$ cat config.mk
export PLATFORM = sky130hd
export DESIGN_NAME = ugcl_queue
export DESIGN_NICKNAME = d
export VERILOG_FILES = /design/src/design/assert_macros.svh /design/src/design/ugcl_pkg.sv /design/src/design/ugcl_queue.sv
export SDC_FILE = /design/constraint.sdc
export NUM_CORES = 1
export LEC_CHECK = 0
export BUFFER_PORTS_ARGS = -buffer_cell sky130_fd_sc_hd__buf_4
export CORE_MARGIN = 10
export CORE_UTILIZATION = 51
export DETAILED_ROUTE_END_ITERATION = 8
export GPL_TIMING_DRIVEN = 0
export PLACE_DENSITY = 0.83
export SYNTH_ARGS = -nofsm -noshare
export SYNTH_HDL_FRONTEND = slang
export SYNTH_SLANG_ARGS = --single-unit
$ cat constraint.sdc
create_clock -name clk -period 3 [get_ports clk]
set_input_delay 0.45 -clock clk [delete_from_list [all_inputs] [get_ports clk]]
set_output_delay 0.45 -clock clk [all_outputs]
set_load 0.02 [all_outputs]
$ cat src/design/assert_macros.svh
// Assertion macros used by the binning table back end
`ifndef ASSERT_MACROS_SVH
`define ASSERT_MACROS_SVH
`ifndef ASSERT_OFF
`define UGCL_ASSERT(name, clk, rstn, expr) \
    name: assert property (@(posedge clk) disable iff (!rstn) (expr)) \
        else $error("assertion failed");
`define UGCL_ASSERT_NEXT(name, clk, rstn, pre, post) \
    name: assert property (@(posedge clk) disable iff (!rstn) (pre) |=> (post)) \
        else $error("assertion failed");
`else
`define UGCL_ASSERT(name, clk, rstn, expr)
`define UGCL_ASSERT_NEXT(name, clk, rstn, pre, post)
`endif
`endif

$ cat src/design/ugcl_pkg.sv
// Types and codes of the uniform grid cell list
package ugcl_pkg;

    localparam int COORD_W     = 6;
    localparam int QUEUE_DEPTH = 2;
    localparam int POS_W       = 24;
    localparam int SIZE_W      = 23;

    localparam logic [1:0] OP_INSERT = 2'd0;
    localparam logic [1:0] OP_REMOVE = 2'd1;
    localparam logic [1:0] OP_QUERY  = 2'd2;

    typedef enum logic [2:0] {
        ST_OK,
        ST_INVALID,
        ST_RANGE,
        ST_FULL,
        ST_NOT_FOUND
    } status_t;

    typedef enum logic [1:0] {
        K_INSERT,
        K_REMOVE,
        K_QUERY,
        K_STATUS
    } kind_t;

    typedef struct packed {
        kind_t                kind;
        logic [7:0]           id;
        status_t              status;
        logic [COORD_W-1:0]   row;
        logic [COORD_W-1:0]   col;
    } item_t;

    typedef enum logic [1:0] {
        F_IDLE,
        F_DIV,
        F_PUSH
    } front_state_t;

    typedef enum logic [4:0] {
        B_CLEAR,
        B_IDLE,
        B_LOOK,
        B_DEC,
        B_CNT_W,
        B_CNT,
        B_TK_C,
        B_TK_N,
        B_TK,
        B_TK_D,
        B_APPEND,
        B_Q_CELL,
        B_Q_CW,
        B_Q_CNT,
        B_Q_ENT,
        B_Q_DAT,
        B_Q_END,
        B_EMIT
    } back_state_t;

endpackage

$ cat src/design/ugcl_queue.sv
// Short queue between the front end and the table sequencer
module ugcl_queue (
    input  logic            clk,
    input  logic            rst_n,
    input  logic            in_valid,
    output logic            in_ready,
    input  ugcl_pkg::item_t in_item,
    output logic            out_valid,
    input  logic            out_ready,
    output ugcl_pkg::item_t out_item
);

    localparam int PW = $clog2(ugcl_pkg::QUEUE_DEPTH);

    ugcl_pkg::item_t slot_reg [ugcl_pkg::QUEUE_DEPTH];
    logic [PW-1:0]   wr_ptr_reg, rd_ptr_reg;
    logic [PW:0]     count_reg;
    logic            push, pop;

    always_comb
    begin
        in_ready  = (count_reg != (PW + 1)'(ugcl_pkg::QUEUE_DEPTH));
        out_valid = (count_reg != '0);
        out_item  = slot_reg[rd_ptr_reg];
        push      = in_valid && in_ready;
        pop       = out_ready && out_valid;
    end

    always_ff @(posedge clk or negedge rst_n)
    begin
        if (!rst_n)
        begin
            wr_ptr_reg <= '0;
            rd_ptr_reg <= '0;
            count_reg  <= '0;
        end
        else
        begin
            if (push)
            begin
                wr_ptr_reg <= wr_ptr_reg + PW'(1);
            end
            if (pop)
            begin
                rd_ptr_reg <= rd_ptr_reg + PW'(1);
            end
            if (push && !pop)
            begin
                count_reg <= count_reg + (PW + 1)'(1);
            end
            else if (pop && !push)
            begin
                count_reg <= count_reg - (PW + 1)'(1);
            end
        end
    end

    always_ff @(posedge clk)
    begin
        if (push)
        begin
            slot_reg[wr_ptr_reg] <= in_item;
        end
    end

endmodule

# Word-level counts from Yosys, hierarchy flattened

Memories as Yosys holds them, arrays and structs flattened.
Cells that the tools add are included.

Register bits after elaboration: 4
Latch bits: 0
Memory bits (writable): 50
ROM bits: 0
Input port bits: 29
Output and inout port bits: 27
Logic and storage cells: 21
Memories: 1

Memories:

| memory   | words | bits a word | read ports | clocked after Yosys merged registers in | write ports | line             | RTL |
|---|---|---|---|---|---|---|---|
| slot_reg | 2     | 25          | 1          | 0                                       | 1           | ugcl_queue.sv:15 | `ugcl_pkg::item_t slot_reg [ugcl_pkg::QUEUE_DEPTH];` |

Add/subtract/negate cells: 4
Multipliers: 0
Divide/modulo/power cells: 0
$lt $le $gt $ge: 0
Eq/ne operators: 1
Shifts and indexed selects: 0
Muxes and demuxes: 4
Bitwise gates (word level): 0
Reductions and logical operators: 8

Operator list:

| kind                                                                | count |
|---|---|
| 1-bit logical AND                                                   | 4 |
| 2-bit two-way mux                                                   | 2 |
| 2-bit nonzero test                                                  | 2 |
| 1-bit adder (second input constant)                                 | 2 |
| 2-bit by 1-bit adder with 2-bit output (second input constant)      | 1 |
| 1-bit logical NOT                                                   | 2 |
| 1-bit two-way mux                                                   | 2 |
| 2-bit != test (second input constant)                               | 1 |
| 2-bit by 1-bit subtractor with 2-bit output (second input constant) | 1 |

# Longest topological paths before layout

Depth in word-level cells: 6
Gate-level depth with buffers: 7
Gate-level depth less buffers: 7

# Worst setup path before layout

OpenSTA, ideal clock, no wires.

Path kind: flip-flop to flip-flop
From: register count_reg[0]
To: memory slot_reg[0][0] (netlist name), enable pin
Arrival time: 1.865 ns
Setup slack: 0.728 ns
Cell stages (with the launch flop): 4
Path buffers: 0
Period minus slack after synthesis: 2.272 ns
Path through: dfrtp_1 -> nand2b_1 -> nand2_1 -> nor2_1

Longest elaborated chain between the ends: 4

Ends and longest elaborated chain:

| element                                 | line             | RTL |
|---|---|---|
| from (decl)                             | ugcl_queue.sv:17 | `logic [PW:0] count_reg;` |
| from (signal assigned)                  | ugcl_queue.sv:49 | `count_reg <= count_reg + (PW + 1)'(1);` |
| from (signal assigned)                  | ugcl_queue.sv:53 | `count_reg <= count_reg - (PW + 1)'(1);` |
| 2-bit != test                           | ugcl_queue.sv:22 | `in_ready = (count_reg != (PW + 1)'(ugcl_pkg::QUEUE_DEPTH));` |
| net in_ready                            | ugcl_queue.sv:6  | `output logic in_ready,` |
| 1-bit logical AND                       | ugcl_queue.sv:25 | `push = in_valid && in_ready;` |
| 1-bit two-way mux                       | ugcl_queue.sv:60 | `if (push)` |
| 1-bit two-way mux (implied by the code) | ugcl_queue.sv:62 | `slot_reg[wr_ptr_reg] <= in_item;` |
| to (decl)                               | ugcl_queue.sv:15 |  |

The timed path passes the listed nets, and every way through them passes these cells.

# Worst setup path in the final report

From: register count_reg[0]
To: memory slot_reg[1][9] (netlist name), enable pin

Longest elaborated chain between the ends: 4

Ends and longest elaborated chain:

| element                                 | line |
|---|---|
| 2-bit != test                           | ugcl_queue.sv:22 |
| 1-bit logical AND                       | ugcl_queue.sv:25 |
| 1-bit two-way mux                       | ugcl_queue.sv:60 |
| 1-bit two-way mux (implied by the code) | ugcl_queue.sv:62 |

No other way between the ends.

==> out/qor.yml <==
outcome: "complete, no violations"
antenna_left: 0
post-route-drc-count: 0
drive_above_1_share_pct: 57.8
rsz0062_at_grt: "no"
yosys_warnings: 0
first_global_vias: 1265
grt_pass1_wl_mm: 6.02
cts.sinks: 54
wl_per_cell_um: 17.8
htree_levels: 2
powerDensity_mw_per_mm2: 979
holdCritPathClass: "in2reg"
die-area_mm2: 0.00708
ctsLongestPathBuffers: 2
vias_per_cell: 4.93
drv_slew: 0
post_synth.cell_area_avg_um2: 21.9
utilization_pct: 67.3
largest_reg_flops: 50
gp_routability_congestion: 0.729
slew_headroom_pct: 19.9
area_growth_pct: 28.2
tritoncts: "done"
antenna_found_initial: 0
top_layer: "met4"
hold_viol: 0
die_h_um: 84.2
drv_cap: 0
cts_resized: 0
path_clk_slew_ns: 0.09
portBuffers: 55
holdWs_ns: 0.328
grt_usage_pct: 10.8
holdPathEnd: "slot_reg[0][13]$_DFFE_PP_"
worst_ir_drop_vdd_mv: 0.632
core_mm2: 0.00400
grt_max_degree: 26
ys_seq_elements: 54
r2r_end: "slot_reg[1][9]$_DFFE_PP_"
synth.distinct_cells: 15
cp_data_arrival_time_ns: 1.90
setup_viol: 0
skew_ns: 0.00636
crit_path_start_kind: "flop"
drt_iter0_markers: 55
met2_length_mm: 2.02
tns_ns: 0
design_area_mm2: 0.00269
cts_buffers: 5
hold_path_depth: 1
post_cts_buffers: 0
ys_seq_area_share_pct: 76.3
dr.pass1.iters: 4
crit_type: "reg2reg"
nNetsFinal: 190
start_util_pct: 52.5
worst_pin_slew_ns: 1.20
dp_hpwl_mm: 2.84
fmax_mhz: 504
n_antenna_cell: 0
cts-root-buf: "clkbuf_8"
syn_area_mm2: 0.00210
drt-total-wl_mm: 3.75
wl_met1_mm: 1.42
placed_cell_area_mm2: 0.00259
die_w_um: 84.2
leakage_nw: 1.08
grt_overflow: 0
endpoint_kind: "flop"
total_power_mw: 2.64
final.fill_count: 288
cp_max_fo: 25
pin_count: 56
post-route-period-util_pct: 66.1
rrSetupSlack_ns: 1.02
reg2reg_depth: 2
route.vias.total: 1040
syn_nets: 126
synth_cells: 96
crit_required_ns: 2.92
min-delay-start: "in_item[13]"
wl_met3_um: 268
placementRows: 23
min_period_ns: 1.98
r2r-start: "count_reg[0]$_DFFE_PN0P_"
clock_latency_ns: 0.30
==> through the flow <==
| stage | setup slack (ns) | std cells |
|---|---|---|
| 2_1_floorplan | 0.728 | 96 |
| 3_3_place_gp | 0.378 | 201 |
| 3_5_place_dp | 1.01 | 202 |
| 4_1_cts | 0.995 | 211 |
| 5_1_grt | 0.849 | 211 |
| 6_report | 1.02 | 211 |
==> final cells by class <==
type	count	area, µm²	share of cell area (%)
Buffer	3	51.3	1.91
Clock buffer	5	68.8	2.56
Clock inverter	3	21.3	0.790
Inverter	1	3.75	0.139
Multi-Input combinational cell	38	445	16.5
Sequential cell	54	1600	59.5
Tap cell	50	62.6	2.32
Timing Repair Buffer	57	438	16.3
==> cell families after synthesis <==
logic type | synth area share, %
mux | 16.8
flops | 76.3
xor+xnor | 2.09
buf+inv | 2.62
simple gates | 1.61
fa+ha+maj | 0.596
==> worst max-delay path by stage <==
| stage | startpoint | depth (start not counted) | slack (ns) | to |
|---|---|---|---|---|
| final | count_reg[0]$_DFFE_PN0P_ | 2 | 1.02 | slot_reg[1][9]$_DFFE_PP_ |
| after global routing | count_reg[0]$_DFFE_PN0P_ | 2 | 0.85 | slot_reg[1][4]$_DFFE_PP_ |
| after CTS | count_reg[0]$_DFFE_PN0P_ | 2 | 0.99 | slot_reg[1][4]$_DFFE_PP_ |
| after detailed placement | count_reg[0]$_DFFE_PN0P_ | 2 | 1.01 | slot_reg[1][14]$_DFFE_PP_ |
| after global placement | count_reg[0]$_DFFE_PN0P_ | 3 | 0.38 | slot_reg[0][18]$_DFFE_PP_ |
| after floorplan | count_reg[0]$_DFFE_PN0P_ | 3 | 0.73 | slot_reg[0][0]$_DFFE_PP_ |
==> cells in the mapped netlist, drive strengths merged <==
cell type   n  area (µm²)
and3        1        6.26
buf         3        51.3
dfrtp       4         100
edfxtp     50        1500
ha          1        12.5
inv         1        3.75
mux2       25         353
nand2       2        7.51
nand2b      1        6.26
nor2        2        7.51
or2         1        6.26
xnor2       3        26.3
xor2        2        17.5
==> where the power goes <==
group / total, mW / switching [mW] / internal, mW
combinational: 1.15 / 0.572 / 0.578
clock: 0.386 / 0.222 / 0.164
sequential: 1.10 / 0.0624 / 1.04
total: 2.64 / 0.857 / 1.78
==> timing repair <==
| action | 4_1_cts | 5_1_grt |
|---|---|---|
| endpoints found under the setup margin | 0 | 0 |
| hold buffers | 1 | 0 |
| endpoints found under the hold margin | 4 | 0 |
==> worst max-delay path: stages (launching register included) <==
cell and delay, ns:
dfrtp_1 0.43, nand2b_1 0.18, and3_1 0.97
==> per-layer routing <==
layer,vias up,GRT usage [%]
li1,491,-
met1,502,10.9
met2,42,19.6
met3,5,4.54
met4,0,3.35
met5,-,0
==> placed cells by master, fill, tap and decap left out, drive strengths merged <==
cell type    count
inv              1
xnor2            3
or2              1
nor2             2
and3             1
edfxtp          50
nand2            2
buf             59
clkbuf           5
nand2b           1
dlygate4sd3      1
dfrtp            4
clkinvlp         1
ha               1
xor2             2
clkinv           2
mux2            25
Power figures use the tool's default switching activity.
