`config.mk`:
```
export PLATFORM = sky130hd
export DESIGN_NAME = ugcl_front
export DESIGN_NICKNAME = d
export VERILOG_FILES = /design/src/design/assert_macros.svh /design/src/design/ugcl_pkg.sv /design/src/design/ugcl_front.sv
export SDC_FILE = /design/constraint.sdc
export NUM_CORES = 1
export LEC_CHECK = 0
export BUFFER_PORTS_ARGS = -buffer_cell sky130_fd_sc_hd__buf_4
export CAP_MARGIN = 20
export CORE_UTILIZATION = 61
export CTS_CLUSTER_SIZE = 14
export DETAILED_ROUTE_END_ITERATION = 12
export PLACE_DENSITY = 0.89
export SYNTH_ARGS = -nofsm -noshare
export SYNTH_HDL_FRONTEND = slang
export SYNTH_SLANG_ARGS = --single-unit
```
`constraint.sdc`:
```
create_clock -name clk -period 13 [get_ports clk]
set_input_delay 3.9 -clock clk [delete_from_list [all_inputs] [get_ports clk]]
set_output_delay 3.9 -clock clk [all_outputs]
set_load 0.05 [all_outputs]
```
`src/design/assert_macros.svh`:
```
// Assertion macros used by the binning table back end
`ifndef ASSERT_MACROS_SVH
`define ASSERT_MACROS_SVH
`ifndef ASSERT_OFF
`define UGCL_ASSERT(name, clk, rstn, expr) \
    name: assert property (@(posedge clk) disable iff (!rstn) (expr)) \
        else $error("assertion failed");
`define UGCL_ASSERT_NEXT(name, clk, rstn, pre, post) \
    name: assert property (@(posedge clk) disable iff (!rstn) (pre) |=> (post)) \
        else $error("assertion failed");
`else
`define UGCL_ASSERT(name, clk, rstn, expr)
`define UGCL_ASSERT_NEXT(name, clk, rstn, pre, post)
`endif
`endif

```
`src/design/ugcl_pkg.sv`:
```
// Types and codes of the uniform grid cell list
package ugcl_pkg;

    localparam int COORD_W     = 6;
    localparam int QUEUE_DEPTH = 2;
    localparam int POS_W       = 24;
    localparam int SIZE_W      = 23;

    localparam logic [1:0] OP_INSERT = 2'd0;
    localparam logic [1:0] OP_REMOVE = 2'd1;
    localparam logic [1:0] OP_QUERY  = 2'd2;

    typedef enum logic [2:0] {
        ST_OK,
        ST_INVALID,
        ST_RANGE,
        ST_FULL,
        ST_NOT_FOUND
    } status_t;

    typedef enum logic [1:0] {
        K_INSERT,
        K_REMOVE,
        K_QUERY,
        K_STATUS
    } kind_t;

    typedef struct packed {
        kind_t                kind;
        logic [7:0]           id;
        status_t              status;
        logic [COORD_W-1:0]   row;
        logic [COORD_W-1:0]   col;
    } item_t;

    typedef enum logic [1:0] {
        F_IDLE,
        F_DIV,
        F_PUSH
    } front_state_t;

    typedef enum logic [4:0] {
        B_CLEAR,
        B_IDLE,
        B_LOOK,
        B_DEC,
        B_CNT_W,
        B_CNT,
        B_TK_C,
        B_TK_N,
        B_TK,
        B_TK_D,
        B_APPEND,
        B_Q_CELL,
        B_Q_CW,
        B_Q_CNT,
        B_Q_ENT,
        B_Q_DAT,
        B_Q_END,
        B_EMIT
    } back_state_t;

endpackage

```
`src/design/ugcl_front.sv`:
```
// Front end: takes words, classifies them and bins insert positions
module ugcl_front #(
    parameter int GRID_COLS     = 16,
    parameter int GRID_ROWS     = 16,
    parameter int MAX_PARTICLES = 256
) (
    input  logic                        clk,
    input  logic                        rst_n,
    input  logic                        in_valid,
    output logic                        in_ready,
    input  logic [1:0]                  operation,
    input  logic [7:0]                  particle_id,
    input  logic [ugcl_pkg::POS_W-1:0]  pos_x,
    input  logic [ugcl_pkg::POS_W-1:0]  pos_y,
    input  logic                        pos_invalid,
    input  logic [ugcl_pkg::SIZE_W-1:0] cell_size,
    output logic                        out_valid,
    input  logic                        out_ready,
    output ugcl_pkg::item_t             out_item
);

    localparam int SW = ugcl_pkg::SIZE_W;

    ugcl_pkg::front_state_t state_reg, state_next;
    ugcl_pkg::item_t        item_reg, item_next;
    logic                   negx_reg, negx_next, negy_reg, negy_next;
    logic [SW:0]            remx_reg, remx_next, remy_reg, remy_next;
    logic [SW-1:0]          qx_reg, qx_next, qy_reg, qy_next;
    logic [SW-1:0]          dvx_reg, dvx_next, dvy_reg, dvy_next;
    logic [4:0]             step_reg, step_next;

    logic [SW-1:0] cs;
    logic [SW:0]   tx, ty;
    logic          in_range;

    always_comb
    begin
        cs = (cell_size == '0) ? SW'(1) : cell_size;
        tx = {remx_reg[SW-1:0], dvx_reg[SW-1]};
        ty = {remy_reg[SW-1:0], dvy_reg[SW-1]};
        in_range = !negx_reg && !negy_reg
                   && (32'(qx_reg) < GRID_COLS) && (32'(qy_reg) < GRID_ROWS);
    end

    always_comb
    begin
        state_next = state_reg;
        item_next  = item_reg;
        negx_next  = negx_reg;
        negy_next  = negy_reg;
        remx_next  = remx_reg;
        remy_next  = remy_reg;
        qx_next    = qx_reg;
        qy_next    = qy_reg;
        dvx_next   = dvx_reg;
        dvy_next   = dvy_reg;
        step_next  = step_reg;
        in_ready   = 1'b0;
        out_valid  = 1'b0;
        out_item   = item_reg;
        case (state_reg)
            ugcl_pkg::F_IDLE:
            begin
                in_ready = 1'b1;
                if (in_valid)
                begin
                    item_next.id     = particle_id;
                    item_next.status = ugcl_pkg::ST_OK;
                    item_next.row    = '0;
                    item_next.col    = '0;
                    negx_next = pos_x[ugcl_pkg::POS_W-1];
                    negy_next = pos_y[ugcl_pkg::POS_W-1];
                    dvx_next  = pos_x[SW-1:0];
                    dvy_next  = pos_y[SW-1:0];
                    remx_next = '0;
                    remy_next = '0;
                    qx_next   = '0;
                    qy_next   = '0;
                    step_next = '0;
                    state_next = ugcl_pkg::F_PUSH;
                    if (operation == ugcl_pkg::OP_INSERT || operation == ugcl_pkg::OP_REMOVE)
                    begin
                        item_next.kind = (operation == ugcl_pkg::OP_INSERT)
                                         ? ugcl_pkg::K_INSERT : ugcl_pkg::K_REMOVE;
                        if (pos_invalid)
                        begin
                            item_next.kind   = ugcl_pkg::K_STATUS;
                            item_next.status = ugcl_pkg::ST_INVALID;
                        end
                        else if (32'(particle_id) >= MAX_PARTICLES)
                        begin
                            item_next.kind   = ugcl_pkg::K_STATUS;
                            item_next.status = ugcl_pkg::ST_NOT_FOUND;
                        end
                        else if (operation == ugcl_pkg::OP_INSERT)
                        begin
                            state_next = ugcl_pkg::F_DIV;
                        end
                    end
                    else if (operation == ugcl_pkg::OP_QUERY)
                    begin
                        item_next.kind = ugcl_pkg::K_QUERY;
                        if (32'(particle_id) >= MAX_PARTICLES)
                        begin
                            item_next.kind   = ugcl_pkg::K_STATUS;
                            item_next.status = ugcl_pkg::ST_NOT_FOUND;
                        end
                    end
                    else
                    begin
                        item_next.kind = ugcl_pkg::K_STATUS;
                    end
                end
            end
            ugcl_pkg::F_DIV:
            begin
                // restoring division, one quotient bit per cycle on each axis
                if (tx >= {1'b0, cs})
                begin
                    remx_next = tx - {1'b0, cs};
                    qx_next   = {qx_reg[SW-2:0], 1'b1};
                end
                else
                begin
                    remx_next = tx;
                    qx_next   = {qx_reg[SW-2:0], 1'b0};
                end
                if (ty >= {1'b0, cs})
                begin
                    remy_next = ty - {1'b0, cs};
                    qy_next   = {qy_reg[SW-2:0], 1'b1};
                end
                else
                begin
                    remy_next = ty;
                    qy_next   = {qy_reg[SW-2:0], 1'b0};
                end
                dvx_next  = {dvx_reg[SW-2:0], 1'b0};
                dvy_next  = {dvy_reg[SW-2:0], 1'b0};
                step_next = step_reg + 5'd1;
                if (step_reg == 5'(SW - 1))
                begin
                    state_next = ugcl_pkg::F_PUSH;
                end
            end
            ugcl_pkg::F_PUSH:
            begin
                out_valid = 1'b1;
                if (item_reg.kind == ugcl_pkg::K_INSERT)
                begin
                    out_item.col = qx_reg[ugcl_pkg::COORD_W-1:0];
                    out_item.row = qy_reg[ugcl_pkg::COORD_W-1:0];
                    if (!in_range)
                    begin
                        out_item.kind   = ugcl_pkg::K_STATUS;
                        out_item.status = ugcl_pkg::ST_RANGE;
                    end
                end
                if (out_ready)
                begin
                    state_next = ugcl_pkg::F_IDLE;
                end
            end
            default:
            begin
                state_next = ugcl_pkg::F_IDLE;
            end
        endcase
    end

    always_ff @(posedge clk or negedge rst_n)
    begin
        if (!rst_n)
        begin
            state_reg <= ugcl_pkg::F_IDLE;
        end
        else
        begin
            state_reg <= state_next;
        end
    end

    always_ff @(posedge clk)
    begin
        item_reg <= item_next;
        negx_reg <= negx_next;
        negy_reg <= negy_next;
        remx_reg <= remx_next;
        remy_reg <= remy_next;
        qx_reg   <= qx_next;
        qy_reg   <= qy_next;
        dvx_reg  <= dvx_next;
        dvy_reg  <= dvy_next;
        step_reg <= step_next;
    end

endmodule

```
# Word level (Yosys, flattened, before mapping)
# Index checks and enable logic that the tools add are counted.
[word_totals]
output_inout_bits = 27
inputBits = 86
memories = 0
ramBits = 0
register_bits = 160
romBits = 0
latch_bits = 0
[classes]
n_bitwise = 0
n_addsub = 3
eq_ne = 8
n_reduce_logical = 14
mul = 0
n_mux = 37
n_lt_le_gt_ge = 4
n_div = 0
shifts = 0
[op_table]
columns = ["operator", "count"]
rows = [
  ["case mux 23 bit (2 select lines)", 6],
  ["2-to-1 mux 23 bit", 7],
  ["greater-or-equal comparator 24 x 23 -> 1 bit", 2],
  ["< comparator 23 x 5 -> 1 bit (second input constant)", 2],
  ["subtractor 23 bit", 2],
  ["2-to-1 mux 15 bit", 2],
  ["zero test 23 bit", 1],
  ["2-to-1 mux 2 bit", 11],
  ["case mux 5 bit (2 select lines)", 1],
  ["2-to-1 mux 1 bit", 7],
  ["zero test 2 bit", 3],
  ["inequality test 2 bit (second input constant)", 3],
  ["case mux 2 bit (3 select lines)", 1],
  ["adder 5 x 1 -> 5 bit (second input constant)", 1],
  ["equality test 5 bit (second input constant)", 1],
  ["2-to-1 mux 5 bit", 1],
  ["equality test 2 x 1 -> 1 bit (second input constant)", 2],
  ["equality test 2 bit (second input constant)", 2],
  ["AND reduction 2 bit", 2],
  ["logical AND 1 bit", 3],
  ["2-to-1 mux 3 bit", 1],
  ["AND reduction 3 bit", 1],
  ["zero test 1 bit", 2],
  ["nonzero test 2 bit", 1],
  ["logical OR 1 bit", 1],
]

# Depth between registers and ports, before layout
# Gate-level depths: netlist (run 1).
[logic_depth]
depth_word = 7
ltp_mapped = 14
depth_no_buf = 12

# Least setup slack after synthesis (run 1)
# No wires, ideal clock.
[synth_path]
path_kind = "input to register"
from = "input port in_valid"
to = "register dvx_reg[0], enable pin"
slack_ps = 2403
required_ps = 12349
arrival_time_ps = 9946
cell_stages = 2
n_path_buf = 0
setup_ps = 651
cell_sequence = "nor2_1 > nor2_1"
[synth_via]
elab_chain_len = 2
[synth_rtl]
columns = ["element", "line_no", "rtl"]
rows = [
  ["start, declared", "ugcl_front.sv:9", "input logic in_valid,"],
  ["inequality test 2 bit (no line)", "n/a", ""],
  ["AND reduction 2 bit (no line)", "n/a", ""],
  ["end signal, assigned", "ugcl_front.sv:192", "dvx_reg <= dvx_next;"],
  ["end, declared", "ugcl_front.sv:29", "logic [SW-1:0] dvx_reg, dvx_next, dvy_reg, dvy_next;"],
]
# No other way between the ends.
# A chain may end at the register's enable or synchronous reset.

# Worst setup path in the final report (run 1)
[layout_path]
from = "input port cell_size[1] (netlist bit)"
to = "register remx_reg[21] (data pin)"
[layout_via]
elab_chain_len = 5
[layout_rtl]
columns = ["element", "line_no", "rtl"]
rows = [
  ["start, declared", "ugcl_front.sv:16", "input logic [ugcl_pkg::SIZE_W-1:0] cell_size,"],
  ["zero test 23 bit", "ugcl_front.sv:38", "cs = (cell_size == '0) ? SW'(1) : cell_size;"],
  ["2-to-1 mux 23 bit *", "ugcl_front.sv:38", ""],
  ["subtractor 23 bit or greater-or-equal comparator 24 x 23 -> 1 bit (tied branches)", "ugcl_front.sv:120, ugcl_front.sv:118", ""],
  ["2-to-1 mux 23 bit *", "ugcl_front.sv:118", "if (tx >= {1'b0, cs})"],
  ["case mux 23 bit (2 select lines) *", "ugcl_front.sv:61", "case (state_reg)"],
  ["end signal, assigned", "ugcl_front.sv:188", "remx_reg <= remx_next;"],
  ["end, declared", "ugcl_front.sv:27", "logic [SW:0] remx_reg, remx_next, remy_reg, remy_next;"],
]
# Every way passes the cells marked *; elsewhere a longest branch is shown, timed or not.

==> flow_summary_export.csv, run 1 <==
group,metric,value,unit
power_and_ir_drop,power_density,185,mW/mm^2
cells_and_area,n_antenna_cell,0,
timing,setup_violations,0,
route,ant_nets,0,
yosys,syn_inst,912,
yosys,ys_seq_area_share,50.7,%
die,design.die.area,0.0158,mm^2
clocking,cts-htree-levels,4,
clocking,cts_buffer_depth,2,
route,detail_route.wl_per_cell,16.8,um
power_and_ir_drop,leakage,4.53,nW
route,drt_iter0_markers,558,
setup_path,cp-end-kind,"flop",
placed_design,dp.cells,1163,
cells_and_area,drive_gt1_share,16.6,%
setup_path,cp_cell_sequence,"buf_4, nor4_1, nand4_1, o21bai_1, ha_1, fa_1, nand2b_1, a21oi_1, o41a_1, o21ai_1, nand2_1, nand4b_1, nand4_1",
timing,worst_pin_slew,1.08,ns
cells_and_area,final_cells,1194,
placed_design,io_buffers,111,
yosys,ys_seq_elements,158,
hold_path,min-delay-start,"dvy_reg[1]",
placed_design,gp_congestion,0.928,
grt,grt_max_degree,96,
yosys,synth_warnings,0,
status,outcome,"finished, final reports clean",
timing,whs,0.508,ns
timing,tns,0,ns
power_and_ir_drop,ir_drop,0.137,mV
clocking,clk_pin_slew,0.07,ns
setup_path,critPathRequiredTime,13.17,ns
die,die_h,126,um
setup_path,critPathKind,"in2reg",
timing,maxSlewViolCount,0,
yosys,synthDistinctLibCells,75,
clocking,post_cts_buffers,0,
route,drc,0,
setup_path,crit_top_cell,"nand4_1",
grt,grt_first_pass_wirelength,32.6,mm
clocking,numCtsBuffers,17,
hold_path,hold_path_class,"reg2reg",
grt,grtUsageTotal,26.2,%
die,core_area,0.0148,mm^2
timing,min_period,7.71,ns
die,row_count,44,
timing,layout_setup_ws,5.29,ns
clocking,postCtsResizedCells,0,
placed_design,place_hpwl,13.9,mm
die,start_util,63.3,%
yosys,synth_edf_count,156,
route,num_vias,7101,
route,drt_first_pass_iters,5,
timing,grt_setup_unrepaired,"false",
job,drv_cap,0,
cells_and_area,fill_cells,1072,
setup_path,start_kind,"input pin",
clocking,cts-root-buf,"clkbuf_16",
yosys,async_flop_share,1.27,%
yosys,ys.flop_type,"edfxtp_1",
yosys,syn_avg_cell_area,10.2,um^2
timing,maxSlewHeadroom,28.1,%
grt,grt_pass1_vias,6919,
setup_path,cpMaxStageDelayCell,"nor4_1",
clocking,postCtsHoldBufs,0,
die,pin_count,113,
setup_path,max_stage_delay,0.65,ns
setup_path,r2r-end,"remx_reg[8]",
hold_path,min_to,"dvy_reg[2]",
timing,fmax,130,MHz
placed_design,place_ws,4.94,ns
route,drt-total-wl,20.1,mm
route,vias_per_cell,5.95,
setup_path,r2r_start,"dvx_reg[22]",
yosys,syn_area,0.00934,mm^2
clocking,cts_tree,"done",
cells_and_area,fin_nets,1134,
timing,finalCritPeriodShare,59.3,%
timing,hold_viol,0,
setup_path,cp_max_fo,29,
setup_path,r2r_setup_slack,9.65,ns
grt,antenna_found_initial,0,
yosys,synthesis.nets,1048,
timing,fin_skew,0.00990,ns
grt,overflow,0,
clocking,clk_latency,0.43,ns
die,die_x,126,um
hold_path,min_path_cells,2,
cells_and_area,area_growth,15.0,%
setup_path,reg2regPathDepth,10,
power_and_ir_drop,power.total,0.00198,W
clocking,cts.sinks,158,
setup_path,arrival,7.88,ns
## layout by cell type (no fill, tap or decap), types with 3 or more instances in the layout
| master | synthesis | final |
|---|---|---|
| o41a_1 | 3 | 3 |
| nand4b_1 | 3 | 3 |
| a21oi_1 | 41 | 41 |
| nor4_1 | 17 | 17 |
| o21ai_0 | 22 | 22 |
| nor2_1 | 47 | 46 |
| a21o_1 | 18 | 18 |
| and2_1 | 64 | 64 |
| clkbuf_16 | 0 | 17 |
| buf_4 | 14 | 117 |
| inv_6 | 0 | 5 |
| o21a_1 | 4 | 4 |
| and4_1 | 3 | 3 |
| o211a_1 | 3 | 3 |
| a211oi_1 | 9 | 9 |
| edfxtp_1 | 156 | 156 |
| or2_2 | 3 | 3 |
| nor3_1 | 9 | 9 |
| a31oi_1 | 9 | 9 |
| a41oi_1 | 4 | 4 |
| nor2b_1 | 6 | 5 |
| o21bai_1 | 3 | 3 |
| nand3b_1 | 4 | 4 |
| ha_1 | 48 | 48 |
| nand4_1 | 15 | 15 |
| nand2b_1 | 11 | 11 |
| o31a_1 | 3 | 3 |
| inv_1 | 32 | 32 |
| and3_1 | 5 | 5 |
| xor2_1 | 10 | 10 |
| o21ai_1 | 10 | 10 |
| nand2_1 | 188 | 188 |
| xnor2_1 | 22 | 22 |
| clkinvlp_4 | 0 | 3 |
| nand3_1 | 28 | 28 |
| o31ai_1 | 3 | 3 |
| mux2i_1 | 13 | 13 |
## metrics by stage
stage,util (%),instance area (um^2)
global route,72.8,10700
floorplan,-,9340
detailed placement,68.9,10200
finish,72.8,10700
global placement,68.9,10200
CTS,72.8,10700
## critical path: cells and delay by family
family / cells / cell delay [ns]
simple gates: 6 / 2.30
compound gates: 4 / 1.11
fa+ha+maj: 2 / 0.42
buf+inv: 1 / 0.14
## layer usage
| metal | vias up | global-route usage [%] | share of wire (%) |
|---|---|---|---|
| li1 | 3460 | - | - |
| met4 | 0 | 14.1 | 3.9 |
| met1 | 3320 | 32.8 | 43 |
| met2 | 262 | 42.7 | 48 |
| met3 | 59 | 5.78 | 5.5 |
| met5 | - | 0 | 0 |
## cells in the mapped netlist, types with 10 or more instances
cell      count  area, um^2
nor4_1       17         106
ha_1         48         601
nand4_1      15        93.8
a21oi_1      41         205
clkbuf_1     27         101
o21ai_1      10        50.1
nand3_1      28         140
buf_4        14         105
mux2i_1      13         130
nand2b_1     11        68.8
xor2_1       10        87.6
o21ai_0      22         110
xnor2_1      22         193
nor2_1       47         176
a21o_1       18         135
inv_1        32         120
nand2_1     188         706
edfxtp_1    156        4680
and2_1       64         400
## area by class of cell
class	instances	area, um^2	share of cell area (%)
Multi-Input combinational cell	671	4200	39.1
Timing Repair Buffer	117	878	8.18
Inverter	33	124	1.15
Clock inverter	12	135	1.26
Sequential cell	158	4730	44.1
Clock buffer	19	433	4.03
Tap cell	184	230	2.14
## worst max-delay path by stage
stage,startpoint,to,slack (ns),depth (start not counted)
after floorplan,in_valid,dvx_reg[0],2.40,2
after global placement,cell_size[1],remx_reg[21],5.06,13
after detailed placement,cell_size[1],remx_reg[21],4.94,13
after CTS,cell_size[1],remx_reg[21],5.34,13
after global routing,cell_size[1],remx_reg[21],4.97,13
final,cell_size[1],remx_reg[21],5.29,13
## where the power goes
| part | total, W | internal (W) | switching (W) |
|---|---|---|---|
| Clock | 0.000490 | 0.000283 | 0.000206 |
| Combinational | 0.000695 | 0.000251 | 0.000444 |
| Sequential | 0.000800 | 0.000736 | 0.0000641 |
| Total | 0.00198 | 0.00127 | 0.000714 |
## kinds of logic after synthesis
logic type,count (synthesis),share of synthesized area (%)
XOR/XNOR,32,3.00
AND/OR/NAND/NOR,421,22.2
multiplexers,13,1.39
AO/OA/AOI/OAI,154,11.2
buffers and inverters,83,4.58
adder cells (fa/ha/maj),50,6.86
flip-flops,158,50.7
other,1,0.0402
(Power assumes the default switching activity.)
==> inputs of run 2 (changes only) <==
--- a/config.mk
+++ b/config.mk
@@ -7,10 +7,10 @@
 export LEC_CHECK = 0
 export BUFFER_PORTS_ARGS = -buffer_cell sky130_fd_sc_hd__buf_4
 export CAP_MARGIN = 20
-export CORE_UTILIZATION = 61
+export CORE_UTILIZATION = 59
 export CTS_CLUSTER_SIZE = 14
 export DETAILED_ROUTE_END_ITERATION = 12
-export PLACE_DENSITY = 0.89
+export PLACE_DENSITY = 0.87
 export SYNTH_ARGS = -nofsm -noshare
 export SYNTH_HDL_FRONTEND = slang
 export SYNTH_SLANG_ARGS = --single-unit
==> constraint.sdc (replaced) <==
create_clock -name clk -period 7.8 [get_ports clk]
set_input_delay 2.34 -clock clk [delete_from_list [all_inputs] [get_ports clk]]
set_output_delay 2.34 -clock clk [all_outputs]
set_load 0.05 [all_outputs]
==> run 2 against run 1 <==
Against the previous run:
- sequential share of layout area rose by 0.087 points
- wire length fell by 1.4%
- power rose by 63%
- core utilization fell by 2.8 points
- register-to-register slack got worse by 5.1 ns
- global-route usage fell by 0.97 points
- combinational power rose by 65%
- final area fell by 0.20%
- first-iteration DRC count fell by 13%
- sequential power rose by 66%
- sequential cell count did not move
- clock power rose by 51%
- largest cell class unchanged
==> flow_summary_export.csv, run 2 (same netlist as run 1, synthesis figures left out) <==
group,metric,value,unit
timing,maxSlewViolCount,0,
timing,finalCritPeriodShare,75.9,%
setup_path,reg2regPathDepth,10,
placed_design,dp.cells,1188,
power_and_ir_drop,swShare,36.5,%
clocking,cts_tree,"done",
grt,overflow,0,
route,detail_route.wl_per_cell,16.2,um
setup_path,cp-end-kind,"flop",
power_and_ir_drop,switchingPower,0.00118,W
setup_path,max_stage_delay,0.63,ns
grt,antenna_found_initial,0,
placed_design,io_buffers,111,
timing,hold_viol,0,
setup_path,startpoint,"cell_size[1]",
setup_path,r2r_start,"dvx_reg[22]",
setup_path,r2r_setup_slack,4.52,ns
route,drc,0,
cells_and_area,final_cells,1220,
clocking,postCtsHoldBufs,0,
route,num_vias,6961,
clocking,cts.sinks,158,
job,drv_cap,0,
timing,tns,0,ns
clocking,clk_pin_slew,0.07,ns
cells_and_area,n_antenna_cell,0,
hold_path,min-delay-start,"dvx_reg[11]",
placed_design,place_hpwl,13.6,mm
die,die_x,128,um
cells_and_area,area_growth,14.8,%
hold_path,hold_path_class,"reg2reg",
timing,fmax,169,MHz
setup_path,crit_top_cell,"nand4_1",
setup_path,critPathKind,"in2reg",
grt,grt_pass1_vias,6602,
power_and_ir_drop,internal_power,0.00205,W
route,vias_per_cell,5.71,
cells_and_area,final_cell_mix,"nand2_1 (188), edfxtp_1 (156), buf_4 (114)",
cells_and_area,final_common_cell,"nand2_1",
power_and_ir_drop,power.total,0.00323,W
setup_path,cp_cell_sequence,"buf_4, nor4_1, nand4_1, o21bai_1, ha_1, fa_1, nand2b_1, a21oi_1, o41a_1, o21ai_1, nand2_1, nand4_1, nand3b_1",
cells_and_area,fill_cells,1165,
clocking,post_cts_buffers,0,
cells_and_area,drive_gt1_share,16.3,%
clocking,postCtsResizedCells,0,
die,pin_count,113,
clocking,clk_latency,0.43,ns
status,outcome,"finished, final reports clean",
clocking,cts-htree-levels,4,
timing,layout_setup_ws,1.88,ns
setup_path,cp_max_fo,29,
clocking,cts_buffer_depth,2,
die,row_count,45,
clocking,cts-root-buf,"clkbuf_16",
grt,grtUsageTotal,25.2,%
setup_path,critPathRequiredTime,7.98,ns
setup_path,r2r-end,"remx_reg[17]",
placed_design,place_ws,1.67,ns
hold_path,min_to,"dvx_reg[12]",
die,start_util,61.0,%
die,core_area,0.0153,mm^2
cells_and_area,fin_nets,1133,
timing,setup_violations,0,
setup_path,arrival,6.09,ns
power_and_ir_drop,leakage,4.49,nW
placed_design,gp_congestion,0.912,
power_and_ir_drop,p_comb_share,35.7,%
timing,min_period,5.92,ns
die,die_h,128,um
timing,maxSlewHeadroom,29.8,%
setup_path,start_kind,"input pin",
power_and_ir_drop,pwr-share-seq,41.3,%
grt,grt_first_pass_wirelength,31.9,mm
timing,fin_skew,0.00774,ns
power_and_ir_drop,power_density,301,mW/mm^2
grt,grt_max_degree,145,
hold_path,min_path_cells,2,
power_and_ir_drop,pwr-share-clk,23.0,%
clocking,numCtsBuffers,17,
route,ant_nets,0,
setup_path,cpMaxStageDelayCell,"nand2_1",
route,drt_first_pass_iters,5,
timing,grt_setup_unrepaired,"false",
route,drt-total-wl,19.8,mm
die,design.die.area,0.0163,mm^2
route,drt_iter0_markers,485,
timing,worst_pin_slew,1.05,ns
power_and_ir_drop,ir_drop,0.175,mV
## run 2: cell types whose count changed in the layout (fill, tap and decap cells not counted), sizes merged
| cell | before | now |
|---|---|---|
| clkbuf | 19 | 21 |
| clkinv | 2 | 5 |
| bufinv | 2 | 0 |
| buf | 117 | 115 |
| inv | 38 | 34 |
| clkinvlp | 3 | 5 |
## run 2: area by class of cell
class	count	area, um^2	share of cell area (%)
flip-flops and latches	158	4730	44.2
multi-input cells	671	4200	39.2
repair buffers	116	883	8.25
clock buffers	20	437	4.08
well taps	211	264	2.46
inverters	33	124	1.16
clock inverters	11	71.3	0.666
## run 2: power by group through the flow
stage	clock network [W]	logic, W	registers (W)
6_report	0.000742	0.00115	0.00133
5_1_grt	0.000785	0.00127	0.00136
4_1_cts	0.000747	0.00115	0.00133
3_5_place_dp	0	0.00114	0.00135
3_3_place_gp	0	0.00111	0.00134
2_1_floorplan	0	0.000911	0.00133
## run 2: per-layer routing
layer | global-route usage [%] | part of all wire (%) | up-vias
met3 | 5.01 | 5.1 | 35
met2 | 40.9 | 48 | 211
li1 | - | - | 3442
met4 | 9.90 | 2.2 | 0
met5 | 0 | 0 | -
met1 | 33.6 | 45 | 3273
## run 2: worst max-delay path by stage
stage              endpoint  cells after the start
3_5_place_dp   remx_reg[21]                     13
6_report       remx_reg[15]                     13
3_3_place_gp   remx_reg[21]                     13
2_1_floorplan    dvx_reg[0]                      2
4_1_cts         remx_reg[1]                     13
5_1_grt        remx_reg[17]                     13
## run 2: worst max-delay path, delay by kind of cell
| family | cells | cell delay (ns) |
|---|---|---|
| AO/OA/AOI/OAI | 4 | 1.04 |
| buffers and inverters | 1 | 0.14 |
| AND/OR/NAND/NOR | 6 | 2.11 |
| adder cells (fa/ha/maj) | 2 | 0.46 |
## run 2: stage by stage
step | hold WS (ns) | utilization (%) | cell area [um^2]
2_1_floorplan | 0.484 | - | 9340
3_3_place_gp | 0.485 | 66.6 | 10200
3_5_place_dp | 0.491 | 66.6 | 10200
4_1_cts | 0.513 | 69.9 | 10700
5_1_grt | 0.534 | 70.0 | 10700
6_report | 0.508 | 70.0 | 10700
